## config.mk

```make
export PLATFORM = sky130hd
export DESIGN_NAME = mhpq_cell
export DESIGN_NICKNAME = d
export VERILOG_FILES = /design/src/rtl/mhpq_pkg.sv /design/src/rtl/mhpq_cell.sv
export SDC_FILE = /design/constraint.sdc
export NUM_CORES = 1
export LEC_CHECK = 0
export BUFFER_PORTS_ARGS = -buffer_cell sky130_fd_sc_hd__buf_2
export CAP_MARGIN = 20
export CORE_MARGIN = 1.5
export CORE_UTILIZATION = 30
export CTS_CLUSTER_SIZE = 8
export DETAILED_ROUTE_END_ITERATION = 7
export PLACE_DENSITY_LB_ADDON = 0.25
export RECOVER_POWER = 100
export SLEW_MARGIN = 40
export SYNTH_ARGS = -nofsm -noshare
export SYNTH_HDL_FRONTEND = slang
export SYNTH_SLANG_ARGS = --single-unit
```

## constraint.sdc

```tcl
create_clock -name clk -period 10.55 [get_ports clk]
set_input_delay 2.11 -clock clk [delete_from_list [all_inputs] [get_ports clk]]
set_output_delay 2.11 -clock clk [all_outputs]
set_load 0.02 [all_outputs]
```

## src/rtl/mhpq_pkg.sv

```systemverilog
`timescale 1ns / 1ps
`default_nettype none
// ----------------------------------------------------------------------------
// mhpq_pkg: shared types and codes of the min-heap priority queue
// Request and response records, status and action codes, cell command record.
// ----------------------------------------------------------------------------
package mhpq_pkg;

	// action codes
	localparam logic ACT_INSERT = 1'b0;
	localparam logic ACT_POP    = 1'b1;

	// status codes
	localparam logic [1:0] ST_OK    = 2'd0;
	localparam logic [1:0] ST_FULL  = 2'd1;
	localparam logic [1:0] ST_EMPTY = 2'd2;

	localparam int unsigned KEY_W   = 32;
	localparam int unsigned COUNT_W = 11;

	typedef struct packed {
		logic               action;
		logic signed [31:0] value;
	} req_t;

	typedef struct packed {
		logic [1:0]         status;
		logic signed [31:0] popped_value;
		logic [10:0]        entry_count;
	} rsp_t;

	// command broadcast to every cell of the row
	typedef struct packed {
		logic               ins;
		logic               pop;
		logic signed [31:0] value;
	} cell_cmd_t;

endpackage : mhpq_pkg
`default_nettype wire

```

## src/rtl/mhpq_cell.sv

```systemverilog
`timescale 1ns / 1ps
`default_nettype none
// ----------------------------------------------------------------------------
// mhpq_cell: one slot of the sorted key row
// Holds one key; on insert it keeps, takes the new key or takes its left
// neighbor's key; on pop it takes its right neighbor's key.
// ----------------------------------------------------------------------------
module mhpq_cell import mhpq_pkg::*; #(
	parameter int unsigned IDX = 0,
	parameter int unsigned CW  = 11
) (
	input  wire logic               clk,
	input  wire cell_cmd_t          cmd,
	input  wire logic [CW-1:0]      count,
	input  wire logic signed [31:0] prev_key,
	input  wire logic               prev_gt,
	input  wire logic signed [31:0] next_key,
	output logic signed [31:0]      key,
	output logic                    gt
);

	logic signed [31:0] key_q;
	logic               occ;

	// slot holds a live key when its index is below the fill count
	assign occ = CW'(IDX) < count;

	// new key belongs at or before this slot
	assign gt  = !occ || (key_q > cmd.value);
	assign key = key_q;

	// key update
	always_ff @(posedge clk) begin
		if (cmd.ins && gt) begin
			key_q <= prev_gt ? prev_key : cmd.value;
		end else if (cmd.pop) begin
			key_q <= next_key;
		end
	end

endmodule : mhpq_cell
`default_nettype wire

```

Word-level counts from Yosys, hierarchy flattened:

Cells that the tools add are included.

* flip-flop bits (word level): 32
* bits of input ports: 111
* output and inout bits: 33
* word-level logic and storage cells: 10

* $lt $le $gt $ge: 2
* muxes and demuxes: 3
* reductions and logical operators: 4

Operators by type and width (count)
* 32-bit two-way mux: 3
* 32-bit > comparator: 1
* 1-bit by 11-bit less-than comparator with 1-bit output (first input constant): 1
* 2-bit nonzero test: 1
* 1-bit logical AND: 1
* 1-bit logical NOT: 1
* 1-bit logical OR: 1

Logic depth before layout (Yosys ltp):

* word-level depth: 5
* depth in mapped cells: 10

Least setup slack after synthesis:

OpenSTA, ideal clock, no wires.

* path kind: input to output
* start point: in cmd[31] (netlist name)
* end point: out gt
* arrival: 3919 ps
* required time: 8440 ps
* setup slack: 4521 ps
* stages: 8
* path buffers: 0
* path through: inv_1 -> ha_1 -> nand4_1 -> or4_4 -> nor3_1 -> nor3_1 -> o32a_2 -> a21bo_2

* longest elaborated chain between the ends: 2

Ends and longest elaborated chain
* start, declared: RTL line mhpq_cell.sv:13 `input wire cell_cmd_t cmd,`
* 32-bit > comparator: RTL line mhpq_cell.sv:29 `assign gt = !occ || (key_q > cmd.value);`
* 1-bit logical OR: RTL line mhpq_cell.sv:29
* end, declared: RTL line mhpq_cell.sv:19 `output logic gt`

Every way passes these cells.

Final worst setup path:

* start point: in cmd[23] (netlist name)
* end point: reg key_q[14], in the netlist key[14] (enable)

* longest elaborated chain between the ends: 4

Ends and longest elaborated chain
* 32-bit > comparator: RTL line mhpq_cell.sv:29
* 1-bit logical OR: RTL line mhpq_cell.sv:29
* 1-bit logical AND: RTL line mhpq_cell.sv:34 `if (cmd.ins && gt) begin`
* 2-bit nonzero test (no source line)
* end signal, assigned: RTL line mhpq_cell.sv:35 `key_q <= prev_gt ? prev_key : cmd.value;`
* end signal, assigned: RTL line mhpq_cell.sv:37 `key_q <= next_key;`
* end, declared: RTL line mhpq_cell.sv:22 `logic signed [31:0] key_q;`

Every way passes these cells.
A chain may end at the register's enable or synchronous reset.

==> reports/results.ini <==
[logic_synthesis]
yosysUniqueCellTypes=26
muxShareOfSynthArea_pct=17.9
ys_seq_elements=32
synth_area_sq_um=2680
syn-num-nets=408
synth_compound_area_share_pct=13.7
synth_top_family_by_area=multiplexers
syn_inst=265
syn_avg_cell_area_sq_um=10.1
synth_xor_area_share_pct=0
post_synth_and_or_nand_nor_area_fraction_pct=10.5
yosysWarnings=0
synth_fa_ha_area_share_pct=14.9
ys_seq_area_share_pct=35.8

[outcome]
violations=capacitance limit, slew limit
outcome=finished, violations left

[placed_design]
place_area_sq_um=3510
placed_cells=509
dp_hpwl_mm=5.52
dp_slack_ns=4.20
portBuffers=143
gp_congestion=0.762

[route]
drc=0
vias=2409
drt_iter0_markers=56
postRouteAntennaNets=0
routedWlPerCell_microns=13.5
postRouteWirelength_mm=6.96
vias_per_cell=4.67
first_pass_iters=4

[final_layout]
area_growth_pct=27.4
layout_common_cells=buf_2 (110), nand2_1 (40), o21ai_0 (36), clkbuf_1 (36), inv_1 (35)
final_cell_count_no_fill=516
n_antenna_cell=0
layout_commonest_cell=buf_2
num-nets-final=551
largest_register_ffs=32
finalInstanceArea_sq_um=3420
drive_gt1_share_pct=31.9
fin_util_pct=39.4
fillers=949

[die]
core_area_sq_um=8680
die-height_microns=97.6
pin_count=144
rows=34
die_width_microns=97.6
die_area_sq_um=9520
start_util_pct=30.9

[power_and_ir_drop]
p_clk_share_pct=18.1
p_int_mw=0.313
powerDensity_nw_per_um2=148
power.share.sequential_pct=38.5
switching_power_mw=0.191
total_power_mw=0.504
switching_share_pct=38.0
vdd_drop_max_mv=0.0490
p_leak_nw=1.63
pwr-share-comb_pct=43.3

[flow_run]
drv_cap=2

[clock_tree]
cts_tree=done
cts.sinks=32
cts_made_buffers=5
htreeDepth=2
clockBufferDepth=2
cts_hold_buf=0
cts_setup_buffers=0
cts_resized=0
clock_latency_ns=0.28
clk_pin_slew_ns=0.07
cts-root-buf=clkbuf_8

[timing]
min_period_ns=7.74
tightest_slew_ns=2.33
drv_slew=41
fin_ws_ns=2.81
period_share_pct=73.4
setup_viol_count_final=0
setup_tns_ns=0
fmax_mhz=129
rsz0062_at_grt=false
whs_ns=1.76
slew_headroom_pct=-57.0
fin_skew_ns=0.00502
finalHoldViolations=0

[global_route]
grt_max_degree=64
grt_pass1_wl_mm=11.5
antenna_found_initial=0
first_global_vias=2491
grt_overflow=0
track_usage_pct=15.0

[setup_path]
cp_max_fo=32
crit_type=input port to flop
worstPathArrival_ns=7.61
required_ns=10.42
end_kind=flop
startpoint_type=input port

[worst_hold_path]
min_path_type=flop to flop

==> final timing paths <==
path	startpoint	end	depth (start not counted)	slack (ns)
hold reg to reg	key[31]	key[9]	6	1.76
setup / recovery	cmd[23]	key[14]	11	2.81
hold / removal	key[31]	key[9]	6	1.76
setup reg to reg	key[23]	key[14]	9	4.37
==> cell type report <==
| type | instances | area [sq um] | area share (%) |
|---|---|---|---|
| Timing Repair Buffer | 146 | 689 | 20.2 |
| Inverter | 35 | 131 | 3.84 |
| Sequential cell | 32 | 961 | 28.1 |
| Clock inverter | 1 | 5.00 | 0.146 |
| Tap cell | 108 | 135 | 3.95 |
| Multi-Input combinational cell | 188 | 1420 | 41.7 |
| Clock buffer | 6 | 72.6 | 2.12 |
==> power by group through the flow <==
| stage | logic (mW) | registers (mW) | clock network, mW |
|---|---|---|---|
| floorplan | 0.142 | 0.229 | 0 |
| global placement | 0.251 | 0.195 | 0 |
| detailed placement | 0.256 | 0.196 | 0 |
| CTS | 0.258 | 0.193 | 0.0938 |
| global route | 0.244 | 0.199 | 0.0989 |
| finish | 0.219 | 0.194 | 0.0914 |
==> cell usage after synthesis (all sizes together) <==
library cell | n | area (sq um)
nand2 | 40 | 150
a21bo | 1 | 10.0
edfxtp | 32 | 961
o21ai | 36 | 180
or3 | 1 | 6.26
a2bb2oi | 1 | 15.0
a221oi | 1 | 8.76
o32a | 1 | 11.3
o311ai | 1 | 26.3
nand4 | 8 | 50.1
nor3 | 4 | 20.0
a21oi | 16 | 80.1
or2 | 1 | 6.26
or4 | 1 | 11.3
buf | 3 | 33.8
mux2 | 33 | 480
ha | 32 | 400
o211ai | 2 | 15.0
nor4 | 2 | 12.5
inv | 35 | 131
nor2b | 1 | 6.26
o311a | 1 | 10.0
clkbuf | 7 | 26.3
nand3 | 4 | 20.0
a2111o | 1 | 11.3
==> worst max-delay path, cell delays in order <==
cell	delay, ns
buf_2	0.08
inv_1	0.05
ha_1	0.32
a21oi_1	0.14
o21ai_0	0.10
a21oi_1	0.19
o211ai_1	0.17
o311ai_0	1.84
clkbuf_1	1.01
or2_1	0.20
clkbuf_1	1.37
==> routing by layer <==
metal	GRT usage [%]	wire length, microns
met1	18.5	3120
met2	25.9	3280
met3	4.24	497
met4	3.41	67
met5	0	0
==> kinds of logic after synthesis <==
kind of cell | count (synthesis)
multiplexers | 33
AND/OR/NAND/NOR | 62
adder cells (fa/ha/maj) | 32
buffers and inverters | 45
flip-flops | 32
AO/OA/AOI/OAI | 61
(Power assumes the default switching activity.)
